File: config.mk
export PLATFORM = sky130hd
export DESIGN_NAME = tile_layer_fetch_decode_flat
export DESIGN_NICKNAME = d
export VERILOG_FILES = /design/src/rtl/core/tlfd_pkg.sv /design/src/rtl/core/tlfd_if.sv /design/src/rtl/core/tile_layer_fetch_decode.sv /design/src/flat_wrapper.sv
export SDC_FILE = /design/constraint.sdc
export NUM_CORES = 1
export LEC_CHECK = 0
export ABC_AREA = 1
export BUFFER_PORTS_ARGS = -buffer_cell sky130_fd_sc_hd__buf_4
export CAP_MARGIN = 20
export CORE_ASPECT_RATIO = 0.75
export CORE_UTILIZATION = 55
export DETAILED_ROUTE_END_ITERATION = 8
export PLACE_DENSITY = 0.81
export RECOVER_POWER = 50
export SYNTH_ARGS = -nofsm -noshare
export SYNTH_HDL_FRONTEND = slang
export SYNTH_SLANG_ARGS = --single-unit
File: constraint.sdc
create_clock -name clk -period 7.77 [get_ports clk]
set_input_delay 0 -clock clk [delete_from_list [all_inputs] [get_ports clk]]
set_output_delay 0 -clock clk [all_outputs]
set_load 0.01 [all_outputs]
File: src/rtl/core/tlfd_pkg.sv
// Package of the tile layer fetch and decode block: field widths, job and
// register codes, address constants and the palette base function. No dependencies.
package tlfd_pkg;

  localparam int FUNC_W   = 2;
  localparam int LAYER_W  = 2;
  localparam int COLUMN_W = 6;
  localparam int ROW_W    = 5;
  localparam int WORD_W   = 16;
  localparam int LINE_W   = 3;
  localparam int PAL_W    = 6;
  localparam int GFX_W    = 32;
  localparam int MAP_W    = 15;
  localparam int OFFS_W   = 20;
  localparam int COLOR_W  = 10;
  localparam int PIX_W    = 4;
  localparam int PIX_N    = GFX_W / PIX_W;
  localparam int BEAT_W   = $clog2(PIX_N);

  localparam logic [FUNC_W-1:0] FUNC_LOCATE = 2'd0;
  localparam logic [FUNC_W-1:0] FUNC_TILE   = 2'd1;
  localparam logic [FUNC_W-1:0] FUNC_PIXELS = 2'd2;
  localparam logic [FUNC_W-1:0] FUNC_NONE   = 2'd3;

  localparam logic [LAYER_W-1:0] LAYER_TEXT = 2'd0;
  localparam logic [LAYER_W-1:0] LAYER_A    = 2'd1;

  localparam int PADDR_W  = 5;
  localparam int PDATA_W  = 32;
  localparam int REG_IDX_W = 3;
  localparam logic [REG_IDX_W-1:0] REG_PAGE_A   = 3'd0;
  localparam logic [REG_IDX_W-1:0] REG_PAGE_B   = 3'd1;
  localparam logic [REG_IDX_W-1:0] REG_SCROLL_X1 = 3'd2;
  localparam logic [REG_IDX_W-1:0] REG_SCROLL_X2 = 3'd3;
  localparam logic [REG_IDX_W-1:0] REG_SCROLL_Y1 = 3'd4;
  localparam logic [REG_IDX_W-1:0] REG_SCROLL_Y2 = 3'd5;

  localparam logic [15:0] SCROLL_X_BIAS = 16'(12 * 8);
  localparam logic [8:0]  SCROLL_Y_BIAS = 9'(2 * 8);
  localparam logic [5:0]  TEXT_CELL_X   = 6'((12 * 8) >> 3);
  localparam logic [4:0]  TEXT_CELL_Y   = 5'((2 * 8) >> 3);
  localparam logic [6:0]  MAP_COL_BIAS  = 7'd2;
  localparam logic [21:0] GFX_LIMIT     = 22'(32'h300000 - 32'h20);
  localparam logic [PAL_W-1:0] PAL_BASE_A = 6'h20;
  localparam logic [PAL_W-1:0] PAL_BASE_B = 6'h28;

  function automatic logic [PAL_W-1:0] pal_base(input logic [LAYER_W-1:0] layer);
    logic [PAL_W-1:0] base;
    case (layer)
      LAYER_TEXT: base = '0;
      LAYER_A:    base = PAL_BASE_A;
      default:    base = PAL_BASE_B;
    endcase
    return base;
  endfunction

endpackage

File: src/rtl/core/tlfd_if.sv
// Request and result channel interfaces of the tile layer fetch and decode block.
// Depends on tlfd_pkg for the field widths.
interface tlfd_req_if;
  logic                              valid;
  logic                              ready;
  logic [tlfd_pkg::FUNC_W-1:0]       func;
  logic [tlfd_pkg::LAYER_W-1:0]      layer;
  logic [tlfd_pkg::COLUMN_W-1:0]     column;
  logic [tlfd_pkg::ROW_W-1:0]        row;
  logic [tlfd_pkg::WORD_W-1:0]       tile_word;
  logic [tlfd_pkg::LINE_W-1:0]       line_in_tile;
  logic [tlfd_pkg::PAL_W-1:0]        palette_in;
  logic [tlfd_pkg::GFX_W-1:0]        gfx_row;

  modport source (output valid, func, layer, column, row, tile_word, line_in_tile,
                  palette_in, gfx_row, input ready);
  modport sink (input valid, func, layer, column, row, tile_word, line_in_tile,
                palette_in, gfx_row, output ready);
endinterface

interface tlfd_rsp_if;
  logic                              valid;
  logic                              ready;
  logic [tlfd_pkg::MAP_W-1:0]        map_offset;
  logic [tlfd_pkg::OFFS_W-1:0]       gfx_offset;
  logic [tlfd_pkg::PAL_W-1:0]        palette_line;
  logic                              skip_tile;
  logic [tlfd_pkg::COLOR_W-1:0]      color_index;
  logic                              opaque;
  logic                              last;

  modport source (output valid, map_offset, gfx_offset, palette_line, skip_tile,
                  color_index, opaque, last, input ready);
  modport sink (input valid, map_offset, gfx_offset, palette_line, skip_tile,
                color_index, opaque, last, output ready);
endinterface

File: src/rtl/core/tile_layer_fetch_decode.sv
// Top level of the tile layer fetch and decode block: request register, job logic,
// result register with pixel sequencing, and the APB register file.
// Depends on tlfd_pkg and the channel interfaces in tlfd_if.sv.

// Each request passes an input register and a result register: it is accepted into the
// input register, and its first result is loaded into the result register once that
// register is free. A map word location or a tile word decode gives one result; a
// graphics row gives eight pixels, one per cycle from the result register while the
// output is ready, as the next request waits in the input register. Requests with the
// unused job code are taken and dropped without a result. Registers must be written
// through the APB port only while no request is in flight; the block does not check it.
module tile_layer_fetch_decode (
  input  logic                           clk,
  input  logic                           rst,
  tlfd_req_if.sink                       in_ch,
  tlfd_rsp_if.source                     out_ch,
  input  logic                           psel,
  input  logic                           penable,
  input  logic                           pwrite,
  input  logic [tlfd_pkg::PADDR_W-1:0]   paddr,
  input  logic [tlfd_pkg::PDATA_W-1:0]   pwdata,
  output logic [tlfd_pkg::PDATA_W-1:0]   prdata,
  output logic                           pready
);

  logic [7:0]  page_select_a;
  logic [7:0]  page_select_b;
  logic [15:0] scroll_x_one;
  logic [15:0] scroll_x_two;
  logic [7:0]  scroll_y_one;
  logic [7:0]  scroll_y_two;

  logic [tlfd_pkg::REG_IDX_W-1:0] reg_idx;
  logic                           reg_write;

  assign pready    = 1'b1;
  assign reg_idx   = paddr[tlfd_pkg::PADDR_W-1:2];
  assign reg_write = psel && penable && pwrite;

  always_ff @(posedge clk) begin
    if (rst) begin
      page_select_a <= '0;
      page_select_b <= '0;
      scroll_x_one  <= '0;
      scroll_x_two  <= '0;
      scroll_y_one  <= '0;
      scroll_y_two  <= '0;
    end else if (reg_write) begin
      case (reg_idx)
        tlfd_pkg::REG_PAGE_A:    page_select_a <= pwdata[7:0];
        tlfd_pkg::REG_PAGE_B:    page_select_b <= pwdata[7:0];
        tlfd_pkg::REG_SCROLL_X1: scroll_x_one  <= pwdata[15:0];
        tlfd_pkg::REG_SCROLL_X2: scroll_x_two  <= pwdata[15:0];
        tlfd_pkg::REG_SCROLL_Y1: scroll_y_one  <= pwdata[7:0];
        tlfd_pkg::REG_SCROLL_Y2: scroll_y_two  <= pwdata[7:0];
        default: ;
      endcase
    end
  end

  always_comb begin
    case (reg_idx)
      tlfd_pkg::REG_PAGE_A:    prdata = {24'd0, page_select_a};
      tlfd_pkg::REG_PAGE_B:    prdata = {24'd0, page_select_b};
      tlfd_pkg::REG_SCROLL_X1: prdata = {16'd0, scroll_x_one};
      tlfd_pkg::REG_SCROLL_X2: prdata = {16'd0, scroll_x_two};
      tlfd_pkg::REG_SCROLL_Y1: prdata = {24'd0, scroll_y_one};
      tlfd_pkg::REG_SCROLL_Y2: prdata = {24'd0, scroll_y_two};
      default:                 prdata = '0;
    endcase
  end

  // Input register.
  logic                              req_valid;
  logic [tlfd_pkg::FUNC_W-1:0]       req_func;
  logic [tlfd_pkg::LAYER_W-1:0]      req_layer;
  logic [tlfd_pkg::COLUMN_W-1:0]     req_column;
  logic [tlfd_pkg::ROW_W-1:0]        req_row;
  logic [tlfd_pkg::WORD_W-1:0]       req_word;
  logic [tlfd_pkg::LINE_W-1:0]       req_line;
  logic [tlfd_pkg::PAL_W-1:0]        req_pal;
  logic [tlfd_pkg::GFX_W-1:0]        req_gfx;

  // Result register.
  logic                              res_valid;
  logic [tlfd_pkg::MAP_W-1:0]        res_map_offset;
  logic [tlfd_pkg::OFFS_W-1:0]       res_gfx_offset;
  logic [tlfd_pkg::PAL_W-1:0]        res_palette_line;
  logic                              res_skip_tile;
  logic [tlfd_pkg::COLOR_W-1:0]      res_color_index;
  logic                              res_opaque;
  logic                              res_last;
  logic [tlfd_pkg::PAL_W-1:0]        pix_pal;
  logic [tlfd_pkg::GFX_W-tlfd_pkg::PIX_W-1:0] pix_rest;
  logic [tlfd_pkg::BEAT_W-1:0]       pix_beat;

  logic out_free;
  logic req_advance;
  logic res_load;
  logic res_shift;

  assign out_free    = !res_valid || (out_ch.ready && res_last);
  assign req_advance = req_valid && ((req_func == tlfd_pkg::FUNC_NONE) || out_free);
  assign res_load    = req_valid && (req_func != tlfd_pkg::FUNC_NONE) && out_free;
  assign res_shift   = res_valid && out_ch.ready && !res_last;
  assign in_ch.ready = !req_valid || req_advance;

  // Map word location.
  logic [15:0] sx_full;
  logic [8:0]  sy_full;
  logic [5:0]  cell_x;
  logic [4:0]  cell_y;
  logic [5:0]  col_wrap;
  logic [6:0]  cx;
  logic [4:0]  cy;
  logic [tlfd_pkg::MAP_W-1:0] map_next;

  always_comb begin
    if (req_layer == tlfd_pkg::LAYER_A) begin
      sx_full = scroll_x_one + tlfd_pkg::SCROLL_X_BIAS;
      sy_full = {1'b0, scroll_y_one} + tlfd_pkg::SCROLL_Y_BIAS;
    end else begin
      sx_full = scroll_x_two + tlfd_pkg::SCROLL_X_BIAS;
      sy_full = {1'b0, scroll_y_two} + tlfd_pkg::SCROLL_Y_BIAS;
    end
    if (req_layer == tlfd_pkg::LAYER_TEXT) begin
      cell_x = tlfd_pkg::TEXT_CELL_X;
      cell_y = tlfd_pkg::TEXT_CELL_Y;
    end else begin
      cell_x = sx_full[8:3];
      cell_y = sy_full[7:3];
    end
    col_wrap = req_column + cell_x;
    cx       = {1'b0, col_wrap} + tlfd_pkg::MAP_COL_BIAS;
    cy       = req_row + cell_y;
    map_next = {req_layer, 13'd0} + {3'd0, cy, 7'd0} + {7'd0, cx, 1'b0};
  end

  // Tile word decode.
  logic [1:0]  page;
  logic [14:0] page_base;
  logic [14:0] tile_num;
  logic [tlfd_pkg::OFFS_W-1:0] tile_addr;
  logic [tlfd_pkg::OFFS_W-1:0] gfx_next;
  logic [tlfd_pkg::PAL_W-1:0]  pal_next;
  logic                        skip_next;

  always_comb begin
    page = req_word[11:10];
    case (page)
      2'd1:    page_base = {page_select_a[7:4], 11'd0};
      2'd2:    page_base = {page_select_b[3:0], 11'd0};
      2'd3:    page_base = {page_select_b[7:4], 11'd0};
      default: page_base = '0;
    endcase
    tile_num  = {4'd0, req_word[12], req_word[9:0]} + page_base;
    tile_addr = {tile_num, 5'd0};
    gfx_next  = tile_addr | {15'd0, req_line, 2'b00};
    skip_next = {2'b00, tile_addr} >= tlfd_pkg::GFX_LIMIT;
    pal_next  = {3'd0, req_word[15:13]} + tlfd_pkg::pal_base(req_layer);
  end

  always_ff @(posedge clk) begin
    if (rst) begin
      req_valid <= 1'b0;
      res_valid <= 1'b0;
      res_last  <= 1'b0;
      pix_beat  <= '0;
    end else begin
      if (in_ch.ready) begin
        req_valid <= in_ch.valid;
      end
      if (res_load) begin
        res_valid <= 1'b1;
        res_last  <= (req_func != tlfd_pkg::FUNC_PIXELS);
        pix_beat  <= '0;
      end else if (res_shift) begin
        res_last <= (pix_beat == tlfd_pkg::BEAT_W'(tlfd_pkg::PIX_N - 2));
        pix_beat <= pix_beat + 1'b1;
      end else if (out_ch.ready && res_last) begin
        res_valid <= 1'b0;
      end
    end
  end

  always_ff @(posedge clk) begin
    if (in_ch.valid && in_ch.ready) begin
      req_func   <= in_ch.func;
      req_layer  <= in_ch.layer;
      req_column <= in_ch.column;
      req_row    <= in_ch.row;
      req_word   <= in_ch.tile_word;
      req_line   <= in_ch.line_in_tile;
      req_pal    <= in_ch.palette_in;
      req_gfx    <= in_ch.gfx_row;
    end
    if (res_load) begin
      res_map_offset   <= '0;
      res_gfx_offset   <= '0;
      res_palette_line <= '0;
      res_skip_tile    <= 1'b0;
      res_color_index  <= '0;
      res_opaque       <= 1'b0;
      pix_pal          <= req_pal;
      pix_rest         <= req_gfx[tlfd_pkg::GFX_W-tlfd_pkg::PIX_W-1:0];
      case (req_func)
        tlfd_pkg::FUNC_LOCATE: begin
          res_map_offset <= map_next;
        end
        tlfd_pkg::FUNC_TILE: begin
          res_gfx_offset   <= gfx_next;
          res_palette_line <= pal_next;
          res_skip_tile    <= skip_next;
        end
        default: begin
          res_color_index <= {req_pal, req_gfx[tlfd_pkg::GFX_W-1 -: tlfd_pkg::PIX_W]};
          res_opaque      <= |req_gfx[tlfd_pkg::GFX_W-1 -: tlfd_pkg::PIX_W];
        end
      endcase
    end else if (res_shift) begin
      res_color_index <= {pix_pal, pix_rest[tlfd_pkg::GFX_W-tlfd_pkg::PIX_W-1 -: tlfd_pkg::PIX_W]};
      res_opaque      <= |pix_rest[tlfd_pkg::GFX_W-tlfd_pkg::PIX_W-1 -: tlfd_pkg::PIX_W];
      pix_rest        <= {pix_rest[tlfd_pkg::GFX_W-2*tlfd_pkg::PIX_W-1:0],
                          {tlfd_pkg::PIX_W{1'b0}}};
    end
  end

  assign out_ch.valid        = res_valid;
  assign out_ch.map_offset   = res_map_offset;
  assign out_ch.gfx_offset   = res_gfx_offset;
  assign out_ch.palette_line = res_palette_line;
  assign out_ch.skip_tile    = res_skip_tile;
  assign out_ch.color_index  = res_color_index;
  assign out_ch.opaque       = res_opaque;
  assign out_ch.last         = res_last;

endmodule

File: src/flat_wrapper.sv
// flat-port wrapper written by rule: the top's interface ports become plain ports
module tile_layer_fetch_decode_flat 
  (clk, rst, psel, penable, pwrite, paddr, pwdata, prdata, pready, in_ch_valid, in_ch_func, in_ch_layer, in_ch_column, in_ch_row, in_ch_tile_word, in_ch_line_in_tile, in_ch_palette_in, in_ch_gfx_row, in_ch_ready, out_ch_valid, out_ch_map_offset, out_ch_gfx_offset, out_ch_palette_line, out_ch_skip_tile, out_ch_color_index, out_ch_opaque, out_ch_last, out_ch_ready);
  tlfd_req_if in_ch_i ();
  tlfd_rsp_if out_ch_i ();
  input  logic clk;
  input  logic rst;
  input  logic psel;
  input  logic penable;
  input  logic pwrite;
  input  logic [tlfd_pkg::PADDR_W-1:0] paddr;
  input  logic [tlfd_pkg::PDATA_W-1:0] pwdata;
  output logic [tlfd_pkg::PDATA_W-1:0] prdata;
  output logic pready;
  input wire logic [$bits(in_ch_i.valid)-1:0] in_ch_valid;
  input wire logic [$bits(in_ch_i.func)-1:0] in_ch_func;
  input wire logic [$bits(in_ch_i.layer)-1:0] in_ch_layer;
  input wire logic [$bits(in_ch_i.column)-1:0] in_ch_column;
  input wire logic [$bits(in_ch_i.row)-1:0] in_ch_row;
  input wire logic [$bits(in_ch_i.tile_word)-1:0] in_ch_tile_word;
  input wire logic [$bits(in_ch_i.line_in_tile)-1:0] in_ch_line_in_tile;
  input wire logic [$bits(in_ch_i.palette_in)-1:0] in_ch_palette_in;
  input wire logic [$bits(in_ch_i.gfx_row)-1:0] in_ch_gfx_row;
  output wire logic [$bits(in_ch_i.ready)-1:0] in_ch_ready;
  output wire logic [$bits(out_ch_i.valid)-1:0] out_ch_valid;
  output wire logic [$bits(out_ch_i.map_offset)-1:0] out_ch_map_offset;
  output wire logic [$bits(out_ch_i.gfx_offset)-1:0] out_ch_gfx_offset;
  output wire logic [$bits(out_ch_i.palette_line)-1:0] out_ch_palette_line;
  output wire logic [$bits(out_ch_i.skip_tile)-1:0] out_ch_skip_tile;
  output wire logic [$bits(out_ch_i.color_index)-1:0] out_ch_color_index;
  output wire logic [$bits(out_ch_i.opaque)-1:0] out_ch_opaque;
  output wire logic [$bits(out_ch_i.last)-1:0] out_ch_last;
  input wire logic [$bits(out_ch_i.ready)-1:0] out_ch_ready;
  assign in_ch_i.valid = in_ch_valid;
  assign in_ch_i.func = in_ch_func;
  assign in_ch_i.layer = in_ch_layer;
  assign in_ch_i.column = in_ch_column;
  assign in_ch_i.row = in_ch_row;
  assign in_ch_i.tile_word = in_ch_tile_word;
  assign in_ch_i.line_in_tile = in_ch_line_in_tile;
  assign in_ch_i.palette_in = in_ch_palette_in;
  assign in_ch_i.gfx_row = in_ch_gfx_row;
  assign in_ch_ready = in_ch_i.ready;
  assign out_ch_valid = out_ch_i.valid;
  assign out_ch_map_offset = out_ch_i.map_offset;
  assign out_ch_gfx_offset = out_ch_i.gfx_offset;
  assign out_ch_palette_line = out_ch_i.palette_line;
  assign out_ch_skip_tile = out_ch_i.skip_tile;
  assign out_ch_color_index = out_ch_i.color_index;
  assign out_ch_opaque = out_ch_i.opaque;
  assign out_ch_last = out_ch_i.last;
  assign out_ch_i.ready = out_ch_ready;
  tile_layer_fetch_decode u_core (.clk(clk), .rst(rst), .in_ch(in_ch_i), .out_ch(out_ch_i), .psel(psel), .penable(penable), .pwrite(pwrite), .paddr(paddr), .pwdata(pwdata), .prdata(prdata), .pready(pready));
endmodule
# Word level (Yosys, flattened, before mapping)
# Index checks and enable logic that the tools add are counted.
# totals
reg_bits	229
memories	0
word_cells	106
latchBits	0
mem_bits_ro	0
ramBits	0
# op_classes
bitwise_logic	1
magnitude_cmp	1
n_div	0
n_reduce_logical	31
mul	0
n_addsub	12
shift	0
muxes	20
eq_ne	15
# op_table
op	count
one-hot mux 16 bit (6 select lines)	1
two-way mux 28 bit	2
one-hot mux 15 bit (3 select lines)	1
two-way mux 10 bit	3
>= comparator 20 x 22 -> 1 bit, second input constant	1
bitwise OR 20 x 5 -> 20 bit	1
adder 9 x 7 -> 9 bit, second input constant	2
adder 8 x 5 -> 8 bit, second input constant	2
adder 11 x 15 -> 15 bit	1
adder 15 x 12 -> 15 bit	1
adder 15 x 8 -> 15 bit	1
AND reduction 2 bit	7
one-hot mux 6 bit (2 select lines)	1
== test 3 bit, second input constant	3
logical AND 1 bit	9
two-way mux 9 bit	1
two-way mux 1 bit	8
two-way mux 8 bit	1
OR reduction 4 bit	2
adder 6 x 2 -> 7 bit, second input constant	1
adder 3 x 6 -> 6 bit	1
adder 6 bit	1
== test 2 x 1 -> 1 bit, second input constant	3
== test 2 bit, second input constant	3
14 further kinds	23

# Depth between registers and ports, before layout
# Gate-level depths: netlist of the first run.
# logic_depth
word_depth	6
mapped_depth	25
depth_no_buf	25

# Least setup slack after synthesis of the first run
# Ideal clock, no wire load.
# synth_path
path_kind	register to register
startpoint	register u_core.res_last, in the netlist u_core.out_ch.last
endpoint	register u_core.req_column[0] (netlist bit) (enable)
arrival_ps	3636
t_required_ps	7267
n_path_buf	0
period_less_slack_ps	4139
stages_incl_launch_ff	5
setup_time_ps	503
path_slack_ps	3631
path_cell_list	dfxtp_1 > nand2_1 > nand2_1 > nor2_1 > nor2_1
# synth_via
elab_chain_cells	6
# synth_rtl
item	line_no	rtl
from (decl)	tile_layer_fetch_decode.sv:92	logic res_last;
from (signal assigned)	tile_layer_fetch_decode.sv:175	res_last <= (req_func != tlfd_pkg::FUNC_PIXELS);
from (signal assigned)	tile_layer_fetch_decode.sv:178	res_last <= (pix_beat == tlfd_pkg::BEAT_W'(tlfd_pkg::PIX_N - 2));
logical AND 1 bit	tile_layer_fetch_decode.sv:102	assign out_free = !res_valid || (out_ch.ready && res_last);
logical OR 1 bit	tile_layer_fetch_decode.sv:102	
logical OR 1 bit	tile_layer_fetch_decode.sv:103	assign req_advance = req_valid && ((req_func == tlfd_pkg::FUNC_NONE) || out_free);
logical AND 1 bit	tile_layer_fetch_decode.sv:103	
logical OR 1 bit	tile_layer_fetch_decode.sv:106	assign in_ch.ready = !req_valid || req_advance;
logical AND 1 bit	tile_layer_fetch_decode.sv:187	if (in_ch.valid && in_ch.ready) begin
to (signal assigned)	tile_layer_fetch_decode.sv:190	req_column <= in_ch.column;
to (decl)	tile_layer_fetch_decode.sv:77	logic [tlfd_pkg::COLUMN_W-1:0] req_column;
# Every way passes these cells.
# A chain may end at the register's enable or synchronous reset.

# Worst setup path in the final report of the first run
# layout_path
startpoint	register u_core.req_layer[1] (netlist bit)
endpoint	register u_core.res_map_offset, in the netlist u_core.out_ch.map_offset[11], data pin
# layout_via
elab_chain_cells	6
elab_cells_between_ends	11
cone_classes	add/sub: 5; eq/ne: 1; mux: 4; reduce/logical: 1
# layout_rtl
item	line_no	rtl
from (decl)	tile_layer_fetch_decode.sv:76	logic [tlfd_pkg::LAYER_W-1:0] req_layer;
from (signal assigned)	tile_layer_fetch_decode.sv:189	req_layer <= in_ch.layer;
== test 2 x 1 -> 1 bit	tile_layer_fetch_decode.sv:119	if (req_layer == tlfd_pkg::LAYER_A) begin
two-way mux 8 bit / two-way mux 9 bit (equally long branches)	tile_layer_fetch_decode.sv:119	
two-way mux 5 bit / two-way mux 6 bit (equally long branches)	tile_layer_fetch_decode.sv:126	if (req_layer == tlfd_pkg::LAYER_TEXT) begin
adder 5 bit / adder 6 bit (equally long branches)	tile_layer_fetch_decode.sv:135, tile_layer_fetch_decode.sv:133	
adder 15 x 12 -> 15 bit / adder 6 x 2 -> 7 bit (equally long branches)	tile_layer_fetch_decode.sv:136, tile_layer_fetch_decode.sv:134	
adder 15 x 8 -> 15 bit *	tile_layer_fetch_decode.sv:136	map_next = {req_layer, 13'd0} + {3'd0, cy, 7'd0} + {7'd0, cx, 1'b0};
to (signal assigned)	tile_layer_fetch_decode.sv:208	res_map_offset <= map_next;
to (decl)	tile_layer_fetch_decode.sv:86	logic [tlfd_pkg::MAP_W-1:0] res_map_offset;
# Mark *: on every way between the ends. The rest lies on a longest branch, timed or not.

==> metrics.md, run 1 <==
| Metric | Value |
|---|---|
| Status | finished, violations left |
| Violated checks | max-capacitance violations, max-slew violations |
| Slowest cell on crit path | edfxtp_1 |
| Final Max Slew Viols | 14 |
| Crit-path max FO | 14 |
| Clk slew on worst S/H paths | approximately 70 ps |
| Hold WC Path Type | in -> reg |
| Skew final | around 11 ps |
| Avg Inst Size Synth | slightly above 10 um^2 |
| RSZ-0062 raised after global routing | false |
| DIE AREA | 0.0178 mm^2 |
| Endpoints failing hold | 0 |
| DR vias/cell | approximately 5.2 |
| Residual DRC | 0 |
| Leakage power | 4.82 nW |
| Chip height | between 100 and 150 um |
| Pwr dens | between 200 and 250 mW/mm^2 |
| Final setup fails | 0 |
| Most frequent cells in the layout | 259 x nand2_1, 154 x edfxtp_1, 90 x dlygate4sd3_1, 82 x inv_1, 73 x clkbuf_1 |
| CP top delay family | simple AND/OR/NAND/NOR gates |
| # H-tree levels | 1 |
| Fillers | between 1000 and 1500 |
| Largest net degree at the start of global routing | between 80 and 90 |
| Final nets | 1299 |
| Antenna viol nets, final | 0 |
| WS Path Type | reg -> reg |
| MaxCap Viol Count | 1 |
| I/O pins | approximately 210 |
| TritonRoute pass-1 iters | 5 |
| Per-cell routed wire length | between 15 and 20 um |
| Startpoint types | flop |
| Maximum VDD drop | 0.148 mV |
| Starting Density | 0.563 |
| Clock latency on the worst-skew pair | ~500 ps |
| # hold bufs at CTS | 90 |
| Core Region | 0.0169 mm^2 |
| Routability Congestion | 0.907 |
| CP required | 8020 ps |
| Total number of vias | 7224 |
| Vias in the first global route | about 6600 |
| Number of CTS-inserted buffers | 22 |
| Most used DFF post-synth | edfxtp_1 |
| TritonCTS clock tree | done |
| First-pass GRT wire length | between 30000 and 40000 um |
| Initial antenna violation count | 0 |
| Synth warn | 0 |
| EDFF count, synth | 154 |
| Clock root buffer | clkbuf_16 |
| CP peak stage delay | ~380 ps |
| Worst Path Arrival | 3920 ps |
| Routed WL | 21800 um |
| Tmin final | approximately 3700 ps |
| Mapped Cells | 915 |
| Yosys reg bits | 224 |
| Postcts setup bufs | 0 |
| I/O Buffers | 164 |
| Post-synth ARST share | 0 |
| Die width | 154 um |
| # resized after CTS | 0 |
| CP Capture Type | flop |
| DPL Wire Length | about 13000 um |
| Hold WS | 39.2 ps |
| Post-synth cell types | 45 |
| Crit path buf inv count | 3 |
| Layout area overhead | 27.3% |
| Fmax | 272 MHz |
| Slew @ Worst Pin | 1690 ps |
| Most common cell on crit path | nand2_1 |
| GRT Total Usage | 0.238 |
| Row cnt | 41 |
| Leading cell type in the layout, fill and taps excluded | nand2_1 |
| Seq/Total Area, Yosys | 0.634 |
| Synth Cell Area | roughly 0.0095 mm^2 |
| Final period util | 0.473 |
| GRT overflow | 0 |
| Buffer depth of the longest clock path | 3 |
| Rel. slew slack | -0.133 |
| # clock sinks | 224 |
| Starting DRC count in detailed routing | 593 |
| Ant diodes | 0 |
| Setup_tns | 0 ps |
| Layout cells sized above 1 | 0.133 |
-- cells in the mapped netlist, types with 6 or more instances --
library cell / instances / area share
buf_4: 24 / 0.019
inv_2: 9 / 0.0036
nand3_1: 51 / 0.027
a22oi_1: 6 / 0.0047
a22o_1: 11 / 0.010
o22ai_1: 7 / 0.0046
nand2_1: 258 / 0.10
buf_2: 9 / 0.0047
o21ai_0: 8 / 0.0042
clkbuf_1: 15 / 0.0059
edfxtp_1: 154 / 0.49
ha_1: 16 / 0.021
nor2_1: 64 / 0.025
a21oi_1: 69 / 0.036
dfxtp_1: 70 / 0.15
a211oi_2: 12 / 0.016
inv_1: 76 / 0.030
-- path summary, 6_finish.rpt --
kind	from	endpoint	slack [ps]	depth (start not counted)
max	u_core.req_layer[1]	u_core.out_ch.map_offset[11]	4090	25
min	rst	u_core.out_ch.last	40	2
max reg2reg	u_core.req_layer[1]	u_core.out_ch.map_offset[11]	4090	25
min reg2reg	u_core.req_pal[4]	u_core.pix_pal[4]	450	0
-- worst reg2reg max path, cell delays in order (launching register included) --
cell	delay, ps
edfxtp_1	380
inv_1	340
nand2_4	180
nand2_1	130
nand2_1	80
ha_1	190
o21ai_0	170
a21oi_1	60
ha_1	330
nand2_1	60
inv_1	70
nand4_1	100
nand3_1	90
nand2_1	50
nand2_1	70
inv_1	40
nand2_1	50
nand2_1	80
nor3_1	160
ha_1	200
ha_1	170
nand2_1	70
nor2_1	160
nand3_1	90
nand2_1	70
nor2_1	40
-- metrics by stage --
step	total power, mW	utilization	instance area, um^2	setup slack [ps]	instances
after detailed placement	1.60	0.640	10800	4110	1266
after CTS	2.72	0.737	12400	4080	1396
after floorplan	1.51	-	9580	3630	935
after global routing	2.78	0.717	12100	3730	1396
final	2.69	0.717	12100	4090	1396
after global placement	1.59	0.640	10800	4230	1266
-- cell families after synthesis --
kind of cell,after synthesis,share of synthesized area
AO/OA/AOI/OAI,125,0.0855
XOR/XNOR,5,0.00461
buffers and inverters,141,0.0703
other,2,0.000790
flip-flops,224,0.634
adder cells (fa/ha/maj),18,0.0253
AND/OR/NAND/NOR,400,0.179
-- layout make-up --
class                   instances  area, um^2  area share
clock buffers                  24         579      0.0479
inverters                      88         333      0.0275
well taps                     215         269      0.0222
clock inverters                16         164      0.0136
flip-flops and latches        224        6030       0.498
repair buffers                259        1900       0.157
multi-input cells             570        2820       0.233
-- flip-flops by register name, summed over array words and instances (netlist names), 6 cells and up --
name	flops
u_core.out_ch.color_index	10
u_core.pix_rest	28
u_core.out_ch.gfx_offset	18
u_core.out_ch.map_offset	14
u_core.scroll_y_one	8
u_core.req_gfx	32
u_core.scroll_x_two	16
u_core.req_word	16
u_core.pix_pal	6
u_core.scroll_x_one	16
u_core.page_select_b	8
u_core.req_column	6
u_core.page_select_a	8
u_core.scroll_y_two	8
u_core.req_pal	6
-- routing by layer --
layer	vias up	GRT usage	wire [um]
li1	3532	-	-
met1	3387	0.327	9600
met2	273	0.400	10400
met3	32	0.0396	1390
met4	0	0.0580	420
met5	-	0	0
-- power by group --
group / switching, mW / total [mW] / internal, mW
combinational: 0.138 / 0.237 / 0.0991
clock: 0.453 / 1.09 / 0.641
sequential: 0.0215 / 1.36 / 1.34
total: 0.613 / 2.69 / 2.08
Note: power is estimated with default switching activity, not from simulation.
==> run 2, diff against run 1 <==
--- a/config.mk
+++ b/config.mk
@@ -9,9 +9,9 @@
 export BUFFER_PORTS_ARGS = -buffer_cell sky130_fd_sc_hd__buf_4
 export CAP_MARGIN = 20
 export CORE_ASPECT_RATIO = 0.75
-export CORE_UTILIZATION = 55
+export CORE_UTILIZATION = 54
 export DETAILED_ROUTE_END_ITERATION = 8
-export PLACE_DENSITY = 0.81
+export PLACE_DENSITY = 0.79
 export RECOVER_POWER = 50
 export SYNTH_ARGS = -nofsm -noshare
 export SYNTH_HDL_FRONTEND = slang
==> constraint.sdc (replaced) <==
create_clock -name clk -period 3.77 [get_ports clk]
set_input_delay 0 -clock clk [delete_from_list [all_inputs] [get_ports clk]]
set_output_delay 0 -clock clk [all_outputs]
set_load 0.01 [all_outputs]
==> metrics.md, run 2 (same netlist as run 1, synthesis figures left out) <==
| Metric | Value |
|---|---|
| Clk slew on worst S/H paths | 60 ps (about the same) |
| Net Sw Power | 1.20 mW (+96%) |
| Clock root buffer | clkbuf_16 |
| Hold WS | 73.3 ps (+34.1 ps) |
| Top reg by flops | u_core.req_gfx |
| Crit-path max FO | 14 (unchanged) |
| MaxCap Viol Count | 1 (unchanged) |
| Per-cell routed wire length | 15.2 um (-2.6%) |
| Largest net degree at the start of global routing | 81 (unchanged) |
| TritonRoute pass-1 iters | 7 (+2) |
| Status | finished, violations left |
| GRT overflow | 0 (unchanged) |
| Worst Path Arrival | 3650 ps (-270 ps) |
| Postcts setup bufs | 0 (unchanged) |
| CP top delay family | simple AND/OR/NAND/NOR gates |
| Endpoints failing hold | 0 (unchanged) |
| Comb pwr share | 0.092 (+0.004) |
| CP required | 4020 ps (-4000 ps) |
| Initial antenna violation count | 0 (unchanged) |
| Placement Setup Slack | 374 ps (-3740 ps) |
| GRT met2 Usage | 0.399 (-0.000598) |
| I/O Buffers | 164 (unchanged) |
| Maximum VDD drop | 0.306 mV (+110%) |
| Layout cells sized above 1 | 0.132 (-0.00107) |
| DPL Wire Length | 13400 um (+0.28%) |
| Slew @ Worst Pin | 1720 ps (+31.1 ps) |
| Leading cell type in the layout, fill and taps excluded | nand2_1 |
| Fillers | 1249 (-3.2%) |
| Post-route cell area | 0.0121 mm^2 (about the same) |
| Clk pwr share | 0.385 (-0.021) |
| Rel. slew slack | -0.145 (-0.0121) |
| WS Path Type | reg -> reg |
| Routed WL | 21500 um (-1.0%) |
| Core Util, Final | 0.709 (-0.00714) |
| Starting DRC count in detailed routing | 458 (-23%) |
| Slowest cell on crit path | edfxtp_1 |
| Chip height | 117 um (+0.91%) |
| Number of CTS-inserted buffers | 22 (unchanged) |
| Vias in the first global route | 6823 (+3.7%) |
| Layout area overhead | 27.1% (about the same) |
| Most frequent cells in the layout | 258 x nand2_1, 154 x edfxtp_1, 90 x dlygate4sd3_1, 83 x inv_1, 75 x clkbuf_1 |
| DR vias/cell | 5.05 (-2.4%) |
| Post-DP Area | 0.0108 mm^2 (+0.41%) |
| Final nets | 1301 (+0.15%) |
| GRT Total Usage | 0.237 (-0.000995) |
| # resized after CTS | 0 (unchanged) |
| Setup_tns | 0 ps (unchanged) |
| Most common cell on crit path | nand2_1 |
| Crit path buf inv count | 2 (-1) |
| CP peak stage delay | 530 ps (+150 ps) |
| Final Non-Filler Cells | 1419 (+1.6%) |
| Fmax | 294 MHz (+7.9%) |
| Internal power | 4.17 mW (+100%) |
| RSZ-0062 raised after global routing | false |
| I/O pins | 205 (unchanged) |
| Skew final | 14.8 ps (+3.66 ps) |
| Violated checks | max-capacitance violations, max-slew violations |
| First-pass GRT wire length | 33800 um (+1.5%) |
| Startpoint types | flop |
| Residual DRC | 0 (unchanged) |
| Antenna viol nets, final | 0 (unchanged) |
| # H-tree levels | 1 (unchanged) |
| Flop pwr share | 0.523 (+0.017) |
| Final Max Slew Viols | 40 (+26) |
| Worst-path cell chain | nand2_4 > nand2_1 > nand2_1 > ha_1 > o21ai_0 > a21oi_1 > ha_1 > nand2_1 > inv_1 > nand4_1 > nand3_1 > nand2_1 > nand2_1 > inv_1 > nand2_1 > nand2_1 > nor3_1 > ha_1 > ha_1 > nand2_1 > nor2_1 > nand3_1 > nand2_1 > nor2_1 |
| Tmin final | 3410 ps (-270 ps) |
| Global-route layer with the greatest usage | met2 |
| Total number of vias | 7165 (-0.82%) |
| Switch share | 0.224 (-0.00373) |
| Final setup fails | 0 (unchanged) |
| Row cnt | 41 (unchanged) |
| Die width | 155 um (+0.91%) |
| Leakage power | 4.82 nW (about the same) |
| Buffer depth of the longest clock path | 3 (unchanged) |
| Clock latency on the worst-skew pair | 500 ps (about the same) |
| Hold WC Path Type | in -> reg |
| Routability Congestion | 0.880 (-3.0%) |
| Final period util | 0.903 (+0.430) |
| Core Region | 0.0170 mm^2 (+0.91%) |
| Met3 usage | 0.0398 (+0.000123) |
| DIE AREA | 0.0181 mm^2 (+1.8%) |
| Setup ws final | 364 ps (-3730 ps) |
| Ant diodes | 0 (unchanged) |
| TritonCTS clock tree | done |
| Starting Density | 0.558 (-0.00509) |
| Total power | 5.37 mW (+99%) |
| Pwr dens | 444 mW/mm^2 (+99%) |
| GR Util met1 | 0.319 (-0.00749) |
| # clock sinks | 224 (unchanged) |
| Post-Place Cells | 1289 (+1.8%) |
| Max reg flops | 32 (unchanged) |
| CP Capture Type | flop |
run 2: worst register-to-register path, cell delays in order, from the launching register on:
cell and delay, ps:
edfxtp_1 530, nand2_4 160, nand2_1 120, nand2_1 70
ha_1 190, o21ai_0 150, a21oi_1 60, ha_1 330
nand2_1 60, inv_1 70, nand4_1 100, nand3_1 90
nand2_1 50, nand2_1 70, inv_1 40, nand2_1 50
nand2_1 80, nor3_1 150, ha_1 200, ha_1 170
nand2_1 70, nor2_1 150, nand3_1 100, nand2_1 60
nor2_1 40
run 2: layout make-up:
class / instances / area, um^2 / area share
flip-flops and latches: 224 / 6030 / 0.499
multi-input cells: 570 / 2820 / 0.234
repair buffers: 261 / 1920 / 0.159
clock buffers: 32 / 651 / 0.0539
inverters: 88 / 333 / 0.0275
well taps: 236 / 295 / 0.0244
clock inverters: 8 / 37.5 / 0.00311
run 2: layer usage:
metal	wire, um	part of all wire
met1	9570	0.44
met3	1270	0.059
met4	563	0.026
met2	10100	0.47
met5	0	0
run 2: repair_timing:
item	in CTS	in global routing
endpoints found under the setup margin	0	0
hold buffers	90	0
endpoints found under the hold margin	138	0
run 2: power by group through the flow:
stage	Sequential [mW]	Combinational [mW]	Clock [mW]
final	2.81	0.492	2.07
after floorplan	2.86	0.253	0
after CTS	2.81	0.520	2.10
after global routing	2.82	0.548	2.21
after global placement	2.85	0.430	0
after detailed placement	2.86	0.442	0
run 2: path summary, 6_finish.rpt:
kind | start | to | slack, ps | cells after the start
setup reg to reg | u_core.req_layer[0] | u_core.out_ch.map_offset[11] | 360 | 24
hold / removal | rst | u_core.scroll_y_one[4] | 70 | 2
setup / recovery | u_core.req_layer[0] | u_core.out_ch.map_offset[11] | 360 | 24
hold reg to reg | u_core.req_pal[3] | u_core.pix_pal[3] | 460 | 0
